`config.mk`:
```
export PLATFORM = sky130hd
export DESIGN_NAME = hid_keyboard_report_to_key_events
export DESIGN_NICKNAME = d
export VERILOG_FILES = /design/src/hidkbd_pkg.sv /design/src/hid_keyboard_report_to_key_events.sv
export SDC_FILE = /design/constraint.sdc
export NUM_CORES = 1
export LEC_CHECK = 0
export BUFFER_PORTS_ARGS = -buffer_cell sky130_fd_sc_hd__buf_2
export CORE_MARGIN = 4
export CORE_UTILIZATION = 54
export CTS_BUF_LIST = sky130_fd_sc_hd__clkbuf_16
export DETAILED_ROUTE_END_ITERATION = 8
export GPL_TIMING_DRIVEN = 0
export PLACE_DENSITY = 0.74
export SYNTH_ARGS = -nofsm -noshare
export SYNTH_HDL_FRONTEND = slang
export SYNTH_SLANG_ARGS = --single-unit
```
`constraint.sdc`:
```
create_clock -name clk -period 6.2 [get_ports clk]
set_input_delay 1.86 -clock clk [delete_from_list [all_inputs] [get_ports clk]]
set_output_delay 1.86 -clock clk [all_outputs]
set_load 0.02 [all_outputs]
```
`src/hidkbd_pkg.sv`:
```
// Shared constants, types and the usage translation table for the keyboard decoder.
`default_nettype none
package hidkbd_pkg;

  localparam int KEY_SLOTS      = 6;
  localparam int NUM_MODS       = 6;
  localparam int NUM_CAND       = NUM_MODS + 2 * KEY_SLOTS;
  localparam int CAND_W         = $clog2(NUM_CAND);
  localparam int SLOT_W         = (KEY_SLOTS > 1) ? $clog2(KEY_SLOTS) : 1;
  localparam int MOD_W          = $clog2(NUM_MODS);
  localparam logic [6:0] MIN_REPORT_LEN = 7'd8;

  localparam logic [7:0] MOD_BITS [NUM_MODS] = '{8'h01, 8'h02, 8'h04, 8'h10, 8'h20, 8'h40};
  localparam logic [7:0] MOD_CODES [NUM_MODS] = '{8'h9D, 8'hB6, 8'hB8, 8'h9D, 8'hB6, 8'hB8};

  localparam logic EV_DOWN = 1'b0;
  localparam logic EV_UP   = 1'b1;

  typedef logic [7:0] usage_t;
  typedef usage_t slots_t [KEY_SLOTS];

  typedef struct packed {
    logic       hit;
    logic [7:0] code;
    logic [6:0] ascii;
  } xlat_t;

  function automatic xlat_t translate(input usage_t u);
    xlat_t r;
    logic [7:0] c;
    r = '0;
    c = 8'h00;
    case (u) inside
      [8'h04:8'h1D]: begin
        c = 8'h61 + (u - 8'h04);
        r = '{1'b1, c, c[6:0]};
      end
      [8'h1E:8'h26]: begin
        c = 8'h31 + (u - 8'h1E);
        r = '{1'b1, c, c[6:0]};
      end
      8'h27: r = '{1'b1, 8'h30, 7'h30};
      [8'h3A:8'h43]: begin
        c = 8'hBB + (u - 8'h3A);
        r = '{1'b1, c, 7'h00};
      end
      8'h28: r = '{1'b1, 8'd13, 7'h00};
      8'h29: r = '{1'b1, 8'd27, 7'h00};
      8'h2A: r = '{1'b1, 8'h7F, 7'h00};
      8'h2B: r = '{1'b1, 8'd9, 7'h00};
      8'h2C: r = '{1'b1, 8'h20, 7'h20};
      8'h36: r = '{1'b1, 8'h2C, 7'h2C};
      8'h37: r = '{1'b1, 8'h2E, 7'h2E};
      8'h4F: r = '{1'b1, 8'hAE, 7'h00};
      8'h50: r = '{1'b1, 8'hAC, 7'h00};
      8'h51: r = '{1'b1, 8'hAF, 7'h00};
      8'h52: r = '{1'b1, 8'hAD, 7'h00};
      8'h44: r = '{1'b1, 8'hD7, 7'h00};
      8'h45: r = '{1'b1, 8'hD8, 7'h00};
      default: r = '0;
    endcase
    return r;
  endfunction

endpackage
`default_nettype wire

```
`src/hid_keyboard_report_to_key_events.sv`:
```
// Top level: boot keyboard report to key press/release transaction stream.
//
// Input channel (in_*): one transaction carries one boot keyboard report:
// byte count, modifier byte and six key usage slots. Reports shorter than
// eight bytes are taken and dropped without touching the stored state.
// Output channel (out_*): one transaction per key event: kind (press or
// release), translated key code, ASCII on printable presses, and a last
// flag on the final event of a report. A report with no change gives none.
// Timing: a report is scanned over 18 candidate events (six modifier bits,
// six new-key checks, six released-key checks), one per cycle while the
// scan is not paused by a stall, through a single shared compare/translate
// unit, plus a flush state. in_stall stays high while the scan and flush
// run, so no new report is taken until the last one is through. An event is
// held in a pending register so the last flag is known when it moves into
// the output register; it moves when the next event is found or at the
// flush.
// Stall: when out_stall holds the output register full, the scan pauses
// on the next event found; nothing is dropped.
// Reset (synchronous, rst_n low): stored modifiers and keys clear to zero,
// output and scan go idle.
`default_nettype none
module hid_keyboard_report_to_key_events (
  input  wire logic       clk,
  input  wire logic       rst_n,
  input  wire logic       in_valid,
  output      logic       in_stall,
  input  wire logic [6:0] in_report_length,
  input  wire logic [7:0] in_modifier_byte,
  input  wire logic [7:0] in_key_slot_0,
  input  wire logic [7:0] in_key_slot_1,
  input  wire logic [7:0] in_key_slot_2,
  input  wire logic [7:0] in_key_slot_3,
  input  wire logic [7:0] in_key_slot_4,
  input  wire logic [7:0] in_key_slot_5,
  output      logic       out_valid,
  input  wire logic       out_stall,
  output      logic       out_event_kind,
  output      logic [7:0] out_key_code,
  output      logic [6:0] out_ascii_code,
  output      logic       out_last
);
  import hidkbd_pkg::*;

  typedef enum logic [1:0] {ST_IDLE, ST_SCAN, ST_FLUSH} state_t;

  state_t state_r, state_nxt;
  logic [CAND_W-1:0] idx_r, idx_nxt;
  logic [7:0] mods_r, mods_nxt;
  logic [7:0] prior_mods_r, prior_mods_nxt;
  slots_t cur_r, cur_nxt;
  slots_t prior_keys_r, prior_keys_nxt;

  logic       pend_valid_r, pend_valid_nxt;
  logic       pend_kind_r, pend_kind_nxt;
  logic [7:0] pend_code_r, pend_code_nxt;
  logic [6:0] pend_ascii_r, pend_ascii_nxt;

  logic       out_valid_r, out_valid_nxt;
  logic       out_kind_r, out_kind_nxt;
  logic [7:0] out_code_r, out_code_nxt;
  logic [6:0] out_ascii_r, out_ascii_nxt;
  logic       out_last_r, out_last_nxt;

  slots_t in_slots;
  assign in_slots = '{in_key_slot_0, in_key_slot_1, in_key_slot_2,
                      in_key_slot_3, in_key_slot_4, in_key_slot_5};

  // Shared candidate unit: pick one usage and one list, search, translate.
  logic              is_mod, is_down;
  logic [MOD_W-1:0]  mod_sel;
  logic [CAND_W-1:0] key_off;
  logic [SLOT_W-1:0] slot_sel;
  usage_t            u_sel;
  logic              found;
  xlat_t             xl;
  logic              now_b, was_b;
  logic              cand_emit, cand_kind;
  logic [7:0]        cand_code;
  logic [6:0]        cand_ascii;

  always_comb begin
    is_mod  = idx_r < CAND_W'(NUM_MODS);
    is_down = idx_r < CAND_W'(NUM_MODS + KEY_SLOTS);
    mod_sel = idx_r[MOD_W-1:0];
    key_off = is_down ? (idx_r - CAND_W'(NUM_MODS))
                      : (idx_r - CAND_W'(NUM_MODS + KEY_SLOTS));
    slot_sel = key_off[SLOT_W-1:0];
    u_sel = is_down ? cur_r[slot_sel] : prior_keys_r[slot_sel];
    found = 1'b0;
    for (int j = 0; j < KEY_SLOTS; j++) begin
      if ((is_down ? prior_keys_r[j] : cur_r[j]) == u_sel) found = 1'b1;
    end
    xl = translate(u_sel);
    now_b = |(mods_r & MOD_BITS[mod_sel]);
    was_b = |(prior_mods_r & MOD_BITS[mod_sel]);
    if (is_mod) begin
      cand_emit  = now_b != was_b;
      cand_kind  = was_b ? EV_UP : EV_DOWN;
      cand_code  = MOD_CODES[mod_sel];
      cand_ascii = 7'h00;
    end else begin
      cand_emit  = (u_sel > 8'd1) && !found && xl.hit;
      cand_kind  = is_down ? EV_DOWN : EV_UP;
      cand_code  = xl.code;
      cand_ascii = is_down ? xl.ascii : 7'h00;
    end
  end

  logic out_free;
  assign out_free = !out_valid_r || !out_stall;

  always_comb begin
    state_nxt      = state_r;
    idx_nxt        = idx_r;
    mods_nxt       = mods_r;
    cur_nxt        = cur_r;
    prior_mods_nxt = prior_mods_r;
    prior_keys_nxt = prior_keys_r;
    pend_valid_nxt = pend_valid_r;
    pend_kind_nxt  = pend_kind_r;
    pend_code_nxt  = pend_code_r;
    pend_ascii_nxt = pend_ascii_r;
    out_valid_nxt  = out_valid_r && out_stall;
    out_kind_nxt   = out_kind_r;
    out_code_nxt   = out_code_r;
    out_ascii_nxt  = out_ascii_r;
    out_last_nxt   = out_last_r;
    case (state_r)
      ST_IDLE: begin
        if (in_valid && (in_report_length >= MIN_REPORT_LEN)) begin
          mods_nxt       = in_modifier_byte;
          cur_nxt        = in_slots;
          idx_nxt        = '0;
          pend_valid_nxt = 1'b0;
          state_nxt      = ST_SCAN;
        end
      end
      ST_SCAN: begin
        if (!(cand_emit && pend_valid_r && !out_free)) begin
          if (cand_emit) begin
            if (pend_valid_r) begin
              out_valid_nxt = 1'b1;
              out_kind_nxt  = pend_kind_r;
              out_code_nxt  = pend_code_r;
              out_ascii_nxt = pend_ascii_r;
              out_last_nxt  = 1'b0;
            end
            pend_valid_nxt = 1'b1;
            pend_kind_nxt  = cand_kind;
            pend_code_nxt  = cand_code;
            pend_ascii_nxt = cand_ascii;
          end
          idx_nxt = idx_r + 1'b1;
          if (idx_r == CAND_W'(NUM_CAND - 1)) state_nxt = ST_FLUSH;
        end
      end
      ST_FLUSH: begin
        if (!pend_valid_r || out_free) begin
          if (pend_valid_r) begin
            out_valid_nxt = 1'b1;
            out_kind_nxt  = pend_kind_r;
            out_code_nxt  = pend_code_r;
            out_ascii_nxt = pend_ascii_r;
            out_last_nxt  = 1'b1;
          end
          pend_valid_nxt = 1'b0;
          prior_mods_nxt = mods_r;
          prior_keys_nxt = cur_r;
          state_nxt      = ST_IDLE;
        end
      end
      default: state_nxt = ST_IDLE;
    endcase
  end

  always_ff @(posedge clk) begin
    if (!rst_n) begin
      state_r      <= ST_IDLE;
      pend_valid_r <= 1'b0;
      out_valid_r  <= 1'b0;
      prior_mods_r <= '0;
      prior_keys_r <= '{default: '0};
    end else begin
      state_r      <= state_nxt;
      pend_valid_r <= pend_valid_nxt;
      out_valid_r  <= out_valid_nxt;
      prior_mods_r <= prior_mods_nxt;
      prior_keys_r <= prior_keys_nxt;
      idx_r        <= idx_nxt;
      mods_r       <= mods_nxt;
      cur_r        <= cur_nxt;
      pend_kind_r  <= pend_kind_nxt;
      pend_code_r  <= pend_code_nxt;
      pend_ascii_r <= pend_ascii_nxt;
      out_kind_r   <= out_kind_nxt;
      out_code_r   <= out_code_nxt;
      out_ascii_r  <= out_ascii_nxt;
      out_last_r   <= out_last_nxt;
    end
  end

  assign in_stall       = state_r != ST_IDLE;
  assign out_valid      = out_valid_r;
  assign out_event_kind = out_kind_r;
  assign out_key_code   = out_code_r;
  assign out_ascii_code = out_ascii_r;
  assign out_last       = out_last_r;

endmodule
`default_nettype wire

```
# == Word-level counts from Yosys, hierarchy flattened ==
# Memory sizes are Yosys's and may differ from the RTL's.
# Index checks and enable logic that the tools add are counted.
# classes
addsub,9
muxes,85
eq_ne,31
n_reduce_logical,32
n_bitwise,6
magnitude_cmp,12
# op_table
operator,n
2-to-1 mux 16 bit,17
2-to-1 mux 8 bit,20
== test 8 x 6 -> 1 bit (second input constant),8
binary-select mux 8 bit (select 3 bit),2
== test 8 x 7 -> 1 bit (second input constant),6
== test 8 bit,6
2-to-1 mux 7 bit,4
2-to-1 mux 1 bit,27
bitwise AND 8 bit,2
case mux 8 bit (2 select lines),1
OR reduction 8 bit,2
!= test 2 bit (second input constant),7
case mux 7 bit (2 select lines),1
AND reduction 4 bit,3
2-to-1 mux 5 bit,2
case mux 5 bit (2 select lines),1
AND reduction 5 bit,2
logical AND 1 bit,9
adder 6 x 8 -> 8 bit (first input constant),1
adder 7 x 8 -> 8 bit (first input constant),1
adder 8 bit (first input constant),1
>= comparator 4 bit (second input constant),2
>= comparator 8 x 3 -> 1 bit (second input constant),1
>= comparator 8 x 5 -> 1 bit (second input constant),1
other kinds (33),48
# word_totals
elab_cells,202
reg_bits,154
out_inout_bits,19
input_bits,67
n_memories,2
rom_bits,128
# memory_table
memory,words,width,read_ports,rd_clocked_by_memory_dff,wr,line_no,text
(name not given),8,8,1,0,0,hid_keyboard_report_to_key_events.sv:99,cand_code = MOD_CODES[mod_sel];
(name not given),8,8,1,0,0,hid_keyboard_report_to_key_events.sv:95,was_b = |(prior_mods_r & MOD_BITS[mod_sel]);

# == Depth between registers and ports, before layout ==
# Gate-level depths: netlist (run 1).
# logic_depth
word_depth,31
mapped_depth,19
mapped_depth_nobuf,14

# == Least setup slack after synthesis (run 1) ==
# No wires, ideal clock.
# synth_path
path_type,register to register
start,register idx_r[1]
end,register pend_ascii_r[0] (enable)
stages_incl_launch_ff,15
arrival_time_ns,4.711
slack_ns,1.059
setup_time_ns,0.430
path_cell_list,edfxtp_1 -> ha_1 -> nor2_1 -> buf_2 -> o21ai_0 -> a22oi_1 -> clkbuf_1 -> buf_2 -> buf_2 -> xor2_1 -> nand4_1 -> nor2_1 -> nor3_1 -> a31oi_4 -> nor4_1
# synth_via
elab_chain_len,31
elab_cells_between_ends,89
cone_classes,2 x add/sub; 9 x order compare; 21 x eq/ne; 40 x mux; 5 x bitwise; 11 x reduce/logical; 1 x memory
# synth_rtl
item,line_no,text
from (decl),hid_keyboard_report_to_key_events.sv:47,"logic [CAND_W-1:0] idx_r, idx_nxt;"
from (signal assigned),hid_keyboard_report_to_key_events.sv:189,idx_r <= idx_nxt;
"< comparator 5 x 4 -> 1 bit, or another cell as far along",hid_keyboard_report_to_key_events.sv:83,is_down = idx_r < CAND_W'(NUM_MODS + KEY_SLOTS);
2-to-1 mux 3 bit,hid_keyboard_report_to_key_events.sv:85,key_off = is_down ? (idx_r - CAND_W'(NUM_MODS))
NOT 3 -> 4 bit (not written as such),hid_keyboard_report_to_key_events.sv:88,u_sel = is_down ? cur_r[slot_sel] : prior_keys_r[slot_sel];
binary-select mux 8 bit (select 3 bit),hid_keyboard_report_to_key_events.sv:88,
2-to-1 mux 8 bit (not written as such) (2 in series),hid_keyboard_report_to_key_events.sv:88,
2-to-1 mux 8 bit,hid_keyboard_report_to_key_events.sv:88,
== test 8 x 7 -> 1 bit,hid_keyboard_report_to_key_events.sv:93,xl = translate(u_sel);
2-to-1 mux 16 bit (17 in series),hidkbd_pkg.sv:33,case (u) inside
logical AND 1 bit,hid_keyboard_report_to_key_events.sv:102,cand_emit = (u_sel > 8'd1) && !found && xl.hit;
2-to-1 mux 1 bit *,hid_keyboard_report_to_key_events.sv:96,if (is_mod) begin
logical AND 1 bit (2 in series),hid_keyboard_report_to_key_events.sv:139,if (!(cand_emit && pend_valid_r && !out_free)) begin
NOT 1 bit (no source line),-,
AND reduction 4 bit (no source line) *,-,
to (signal assigned),hid_keyboard_report_to_key_events.sv:194,pend_ascii_r <= pend_ascii_nxt;
to (decl),hid_keyboard_report_to_key_events.sv:56,"logic [6:0] pend_ascii_r, pend_ascii_nxt;"
# Every way passes the cells marked *; elsewhere a longest branch is shown, timed or not. The select of a mux whose other input is x is not followed.
# A chain may end at the register's enable or synchronous reset.

# == Worst setup path in the final report (run 1) ==
# layout_path
start,register idx_r[1]
end,register pend_code_r[1] (enable)
# layout_via
elab_chain_len,31
elab_cells_between_ends,89
cone_classes,2 x add/sub; 9 x order compare; 21 x eq/ne; 40 x mux; 5 x bitwise; 11 x reduce/logical; 1 x memory
# layout_rtl
item,line_no,text
"< comparator 5 x 4 -> 1 bit, or another cell as far along",hid_keyboard_report_to_key_events.sv:83,
2-to-1 mux 3 bit,hid_keyboard_report_to_key_events.sv:85,
NOT 3 -> 4 bit (not written as such),hid_keyboard_report_to_key_events.sv:88,
binary-select mux 8 bit (select 3 bit),hid_keyboard_report_to_key_events.sv:88,
2-to-1 mux 8 bit (not written as such) (2 in series),hid_keyboard_report_to_key_events.sv:88,
2-to-1 mux 8 bit,hid_keyboard_report_to_key_events.sv:88,
== test 8 x 7 -> 1 bit,hid_keyboard_report_to_key_events.sv:93,
2-to-1 mux 16 bit (17 in series),hidkbd_pkg.sv:33,
logical AND 1 bit,hid_keyboard_report_to_key_events.sv:102,
2-to-1 mux 1 bit *,hid_keyboard_report_to_key_events.sv:96,
logical AND 1 bit (2 in series),hid_keyboard_report_to_key_events.sv:139,
NOT 1 bit (no source line),-,
AND reduction 4 bit (no source line) *,-,
to (signal assigned),hid_keyboard_report_to_key_events.sv:193,pend_code_r <= pend_code_nxt;
to (decl),hid_keyboard_report_to_key_events.sv:55,"logic [7:0] pend_code_r, pend_code_nxt;"
# Marked as above.

==> key figures, run 1 <==
Worst setup path
  – Critical path type: reg2reg
  – Required @ worst endpoint: 6.34 ns
  – Critical Path AT: about 5.8 ns
  – Setup crit start kind: flop
  – Endpoint class of the critical path: flop
  – Critical path peak fanout: 10

Detailed routing
  – WL final: 22.1 mm
  – DR pass1 iterations: 5
  – Post-route DRC: 0
  – DR vias: 6602
  – Wire length per cell: 20.1 µm
  – DR iter-0 viols: roughly 560
  – Vias per inst: 6.02
  – Post-DRT Antenna Nets: 0

Clock network
  – Clock Tree Buf Depth: 2
  – Clock root cell: clkbuf_16
  – Post-cts resize count: 0
  – Postcts setup bufs: 0
  – Clk pin slew, worst setup/hold paths: 0.06 ns
  – CTS Sinks: 150
  – CTS tree: built
  – Worst-Skew Late Latency: 0.43 ns
  – # H-tree levels: 4
  – Num CTS Buffers: 17
  – Hold-fix buffers, CTS: 0

Synthesis
  – Post-Syn Instances: 797
  – Syn_nets: 878
  – #FFs+latches synth: 150
  – EDFF count, synth: slightly above 90
  – Top cells by count, synth: nand2_1 (136), edfxtp_1 (92), a21oi_1 (77), mux2i_1 (63), dfxtp_1 (58)
  – Syn_area_per_cell: 10.4 µm²
  – Ys flop type: edfxtp_1
  – Yosys top cell area share: 0.334
  – Cell Area, Synth: 8280 µm²
  – Sequential area share after synthesis: 0.474
  – Area contributors post-synth: edfxtp_1 (33%), dfxtp_1 (14%), mux2i_1 (7.6%)
  – Yosys cell types: 70
  – Syn. warnings: 0
  – Area leader, netlist: edfxtp_1
  – Synth async-reset ratio: 0
  – Leading cell type by number of instances after synthesis: nand2_1

GRT
  – Largest net degree at the start of global routing: 39
  – Global-route wire length before repair: approximately 35 mm
  – Tot GR Track Use: 0.258
  – Grt ovf: 0
  – Number of global-route vias before repair: 6542
  – Initial antenna violation count: 0

Timing
  – Fin crit period: 5.62 ns
  – Final setup fails: 0
  – Setup Skew: approximately 0.0087 ns
  – Final Hold Violating Endpoints: 0
  – Max Fclk: around 180 MHz
  – Slew Viols, Final: 0
  – Setup WS post-layout: around 0.58 ns
  – Max-slew headroom: 0.203
  – Period utilisation layout: 0.907
  – Worst-margin pin slew: about 1.2 ns
  – Hold slack: 0.416 ns
  – RSZ-0062 raised after global routing: false

Die
  – Initial core utilization: 0.561
  – Row count: 44
  – Core footprint: ~15000 µm²
  – Top-Level Pins: between 80 and 90
  – Die X: 132 µm
  – Die area: around 17000 µm²
  – Die H: 132 µm

Final layout
  – Post-Route Utilization: 0.648
  – Nets: roughly 1000
  – Fill cells: approximately 1200
  – Antenna diodes: 0
  – Syn-to-layout area delta: 15.5%
  – Layout cells sized above 1: 0.182

Min path
  – HP Class: reg2reg

Placed design
  – Place WS: between 0.6 and 0.7 ns
  – Routability cong.: 0.970
  – Final HPWL DP: 16.3 mm
  – PortBufs: 80

Job
  – Max-Cap Viols: 0

Power and ir drop
  – Switching Share: 0.422
  – Static Leak: 3.57 nW
  – Power, Total: about 5.0 mW
  – Switching power total: 2.10 mW
  – Power share of the clock group: 0.210
  – Maximum VDD drop: 0.310 mV
  – Seq pwr share: 0.283
  – Logic gate share of total power: 0.507
  – P per Cell Area: 520 nW/µm²
  – Power Internal: 2.87 mW

Run status
  – Status: complete, no violations
sequential cells by signal, summed over array words and instances, names as in the netlist:
signal and cells:
cur_r 48, prior_keys_r 48, out_key_code 8, pend_code_r 8, out_ascii_code 7, pend_ascii_r 7, mods_r 6, prior_mods_r 6
idx_r 5, state_r 2, out_event_kind 1, out_last 1, out_valid 1, pend_kind_r 1, pend_valid_r 1
through the flow:
stage,setup TNS [ns],instances,area (µm²)
detailed placement,0,1064,8960
finish,0,1096,9560
global route,0,1096,9560
CTS,0,1096,9560
global placement,-11.05,1061,8910
floorplan,0,797,8280
layout by cell type (no fill, tap or decap), drive strengths merged, types with 5 or more instances in the layout:
| master | synthesis | final |
|---|---|---|
| nor3 | 12 | 12 |
| xnor2 | 39 | 39 |
| nand4 | 12 | 12 |
| o21ai | 30 | 30 |
| o21a | 12 | 12 |
| mux4 | 16 | 16 |
| a21oi | 78 | 78 |
| a211oi | 10 | 10 |
| xor2 | 19 | 19 |
| clkinv | 0 | 7 |
| edfxtp | 92 | 92 |
| dfxtp | 58 | 58 |
| buf | 25 | 108 |
| nor2 | 39 | 39 |
| and2 | 5 | 5 |
| clkbuf | 23 | 42 |
| inv | 15 | 18 |
| o22ai | 9 | 9 |
| ha | 14 | 14 |
| a221oi | 8 | 8 |
| mux2i | 63 | 63 |
| nand2 | 136 | 136 |
| a21o | 5 | 5 |
| a31oi | 6 | 6 |
| nand3 | 13 | 13 |
critical path, cell delays in order, from the launching register on:
cell and delay [ns]:
edfxtp_1 0.62, ha_1 0.42, nor2_1 0.45, buf_2 0.30
o21ai_0 0.12, a22oi_1 0.28, clkbuf_1 0.36, buf_2 0.35
nor4_1 0.09, a21oi_1 0.18, o21ai_0 0.11, a211oi_1 0.73
a31oi_4 0.27, nor4_2 0.73, buf_4 0.31
power by group through the flow:
stage	Combinational (mW)	Sequential, mW	Clock, mW
detailed placement	2.45	1.42	0
finish	2.52	1.41	1.05
floorplan	1.84	1.38	0
global route	2.72	1.42	1.10
global placement	2.42	1.42	0
CTS	2.47	1.40	1.06
routing by layer:
| layer | up-vias | track usage | wire length (µm) |
|---|---|---|---|
| li1 | 3128 | - | - |
| met4 | 0 | 0.132 | 1050 |
| met1 | 3145 | 0.323 | 9270 |
| met3 | 65 | 0.0565 | 1230 |
| met5 | - | 0 | 0 |
| met2 | 264 | 0.423 | 10500 |
kinds of logic after synthesis:
family / synth area share
fa+ha+maj: 0.0212
flops: 0.474
xor+xnor: 0.0614
buf+inv: 0.0398
mux: 0.127
simple gates: 0.131
compound gates: 0.146
path summary, 6_finish.rpt:
check,from,to,cells after the start,slack (ns)
worst min-delay path,pend_code_r[1],out_key_code[1],0,0.42
worst min register to register,pend_code_r[1],out_key_code[1],0,0.42
worst max register to register,idx_r[1],pend_code_r[1],14,0.58
worst max-delay path,idx_r[1],pend_code_r[1],14,0.58
cell type report:
cell class                 instances  area, µm²  area share
multi-input combinational        584       4040       0.423
clock buffer                      19        475      0.0497
tap                              184        230      0.0241
timing repair buffer              83        435      0.0455
buffer                            48        273      0.0285
inverter                          15       56.3     0.00589
sequential                       150       3920       0.410
clock inverter                    13        125      0.0131
Note: power is estimated with default switching activity, not from simulation.
==> inputs of run 2 (changes only) <==
--- a/config.mk
+++ b/config.mk
@@ -8,7 +8,6 @@
 export BUFFER_PORTS_ARGS = -buffer_cell sky130_fd_sc_hd__buf_2
 export CORE_MARGIN = 4
 export CORE_UTILIZATION = 54
-export CTS_BUF_LIST = sky130_fd_sc_hd__clkbuf_16
 export DETAILED_ROUTE_END_ITERATION = 8
 export GPL_TIMING_DRIVEN = 0
 export PLACE_DENSITY = 0.74
==> run 2 against run 1 <==
  * Hold slack stayed put
  * Critical endpoint unchanged
  * Sequential power about the same
  * Combinational power about the same
==> key figures, run 2 (same netlist as run 1, synthesis figures left out) <==
Power and ir drop
  – Switching power total: 2.10 mW
  – Logic gate share of total power: 0.507
  – Power share of the clock group: 0.211
  – Switching Share: 0.421
  – Seq pwr share: 0.283
  – P per Cell Area: 520 nW/µm²
  – Maximum VDD drop: 0.310 mV
  – Static Leak: about 3.6 nW
  – Power Internal: around 2.9 mW

Final layout
  – Post-Layout Cell Count: 1096
  – Register area: between 3000 and 4000 µm²
  – Most common cell after layout, fill and taps aside: nand2_1
  – Top flop regs: cur_r: 48 flops, prior_keys_r: 48 flops
  – Multi-input gate area: 4040 µm²
  – Fin area: 9560 µm²
  – Syn-to-layout area delta: 15.5%
  – Antenna diodes: 0
  – Nets: between 900 and 1000
  – Most frequent cells in the layout: nand2_1 (136), edfxtp_1 (92), buf_2 (88)
  – Fill cells: 1217
  – Layout cells sized above 1: 0.182
  – Post-Route Utilization: 0.648

Worst setup path
  – Setup crit start kind: flop
  – Endpoint class of the critical path: flop
  – Worst Path Buf+Inv: 4
  – Critical Path Source: idx_r[1]
  – Worst-path cell chain: ha_1 > nor2_1 > buf_2 > o21ai_0 > a22oi_1 > clkbuf_1 > buf_2 > nor4_1 > a21oi_1 > o21ai_0 > a211oi_1 > a31oi_4 > nor4_2 > buf_4
  – R2R Setup Slk: 0.58 ns
  – Critical path's slowest cell: a211oi_1
  – Critical path peak fanout: 10
  – Required @ worst endpoint: 6.34 ns
  – Worst R2R End: pend_code_r[1]
  – Critical path's largest stage delay: 0.73 ns
  – Critical path type: reg2reg
  – Family with the most delay on the worst path: compound AO/OA/AOI/OAI gates
  – Critical Path AT: 5.76 ns
  – Reg-to-reg startpoint: idx_r[1]
  – R2R depth: 14

Clock network
  – CTS Sinks: 150
  – CTS tree: built
  – Num CTS Buffers: 17
  – # H-tree levels: 4
  – Worst-Skew Late Latency: 0.43 ns
  – Clk pin slew, worst setup/hold paths: about 0.06 ns
  – Hold-fix buffers, CTS: 0
  – Postcts setup bufs: 0
  – Clock root cell: clkbuf_16
  – Clock Tree Buf Depth: 2
  – Post-cts resize count: 0

Die
  – Die area: 17400 µm²
  – Core footprint: about 15000 µm²
  – Initial core utilization: 0.561
  – Die X: 132 µm
  – Top-Level Pins: 86
  – Die H: 132 µm
  – Row count: 44

Detailed routing
  – Post-DRT Antenna Nets: 0
  – Vias per inst: 6.02
  – DR pass1 iterations: 6
  – DR iter-0 viols: around 560
  – Post-route DRC: 0
  – DR vias: 6598
  – Wire length per cell: 20.1 µm
  – WL final: ~22 mm

Placed design
  – Routability cong.: around 0.97
  – Inst Count DP: 1064
  – Final HPWL DP: 16.3 mm
  – PortBufs: 80
  – DP Area: 8960 µm²

Timing
  – Max Fclk: between 150 and 200 MHz
  – Setup TNS: 0 ns
  – Max-slew headroom: 0.203
  – Worst-margin pin slew: 1.19 ns
  – Period utilisation layout: 0.907
  – RSZ-0062 raised after global routing: false
  – Fin crit period: 5.62 ns
  – Final setup fails: 0
  – Setup Skew: around 0.0087 ns
  – Final Hold Violating Endpoints: 0
  – Slew Viols, Final: 0

GRT
  – Tot GR Track Use: 0.258
  – GRT busiest layer: met2
  – Initial antenna violation count: 0
  – M1 GR Usage: 0.323
  – GRT met2 Usage: 0.423
  – Number of global-route vias before repair: 6542
  – Met3 usage: 0.0565
  – Global-route wire length before repair: 35.2 mm
  – Grt ovf: 0
  – Largest net degree at the start of global routing: 39

Min path
  – HP Class: reg2reg
  – Hold Path Depth: 0
  – Worst hold endpoint: out_key_code[1]
  – Hold path start: pend_code_r[1]

Run status
  – Status: complete, no violations

Job
  – Max-Cap Viols: 0
run 2: changes by cell type in the layout (fill, tap and decap cells not counted), sizes merged:
cell	delta
clkbuf	+1
inv	-1
run 2: cell type report:
| class | instances | share of cell area |
|---|---|---|
| clock buffer | 20 | 0.0501 |
| buffer | 48 | 0.0285 |
| clock inverter | 12 | 0.0127 |
| timing repair buffer | 83 | 0.0455 |
| multi-input combinational | 584 | 0.423 |
| tap | 184 | 0.0241 |
| inverter | 15 | 0.00589 |
| sequential | 150 | 0.410 |
run 2: layer usage:
metal	wire, µm	share of wire
met5	0	0
met4	1050	0.047
met3	1230	0.056
met2	10500	0.48
met1	9260	0.42
run 2: worst max-delay path by stage:
stage	depth (start not counted)	to
floorplan	14	pend_ascii_r[0]
global placement	13	pend_code_r[2]
detailed placement	14	pend_code_r[2]
CTS	14	pend_code_r[1]
global route	14	pend_code_r[1]
finish	14	pend_code_r[1]
run 2: stage by stage:
step | power (mW) | setup slack, ns | hold slack, ns
4_1_cts | 4.93 | 0.629 | 0.419
5_1_grt | 5.24 | 0.268 | 0.421
6_report | 4.97 | 0.579 | 0.416
2_1_floorplan | 3.22 | 1.06 | 0.400
3_3_place_gp | 3.85 | -0.587 | 0.402
3_5_place_dp | 3.87 | 0.611 | 0.405
run 2: power groups by stage:
stage          registers [mW]  logic (mW)  clock network [mW]
2_1_floorplan            1.38        1.84                   0
3_3_place_gp             1.42        2.42                   0
5_1_grt                  1.42        2.72                1.10
3_5_place_dp             1.42        2.45                   0
4_1_cts                  1.40        2.47                1.06
6_report                 1.41        2.52                1.05
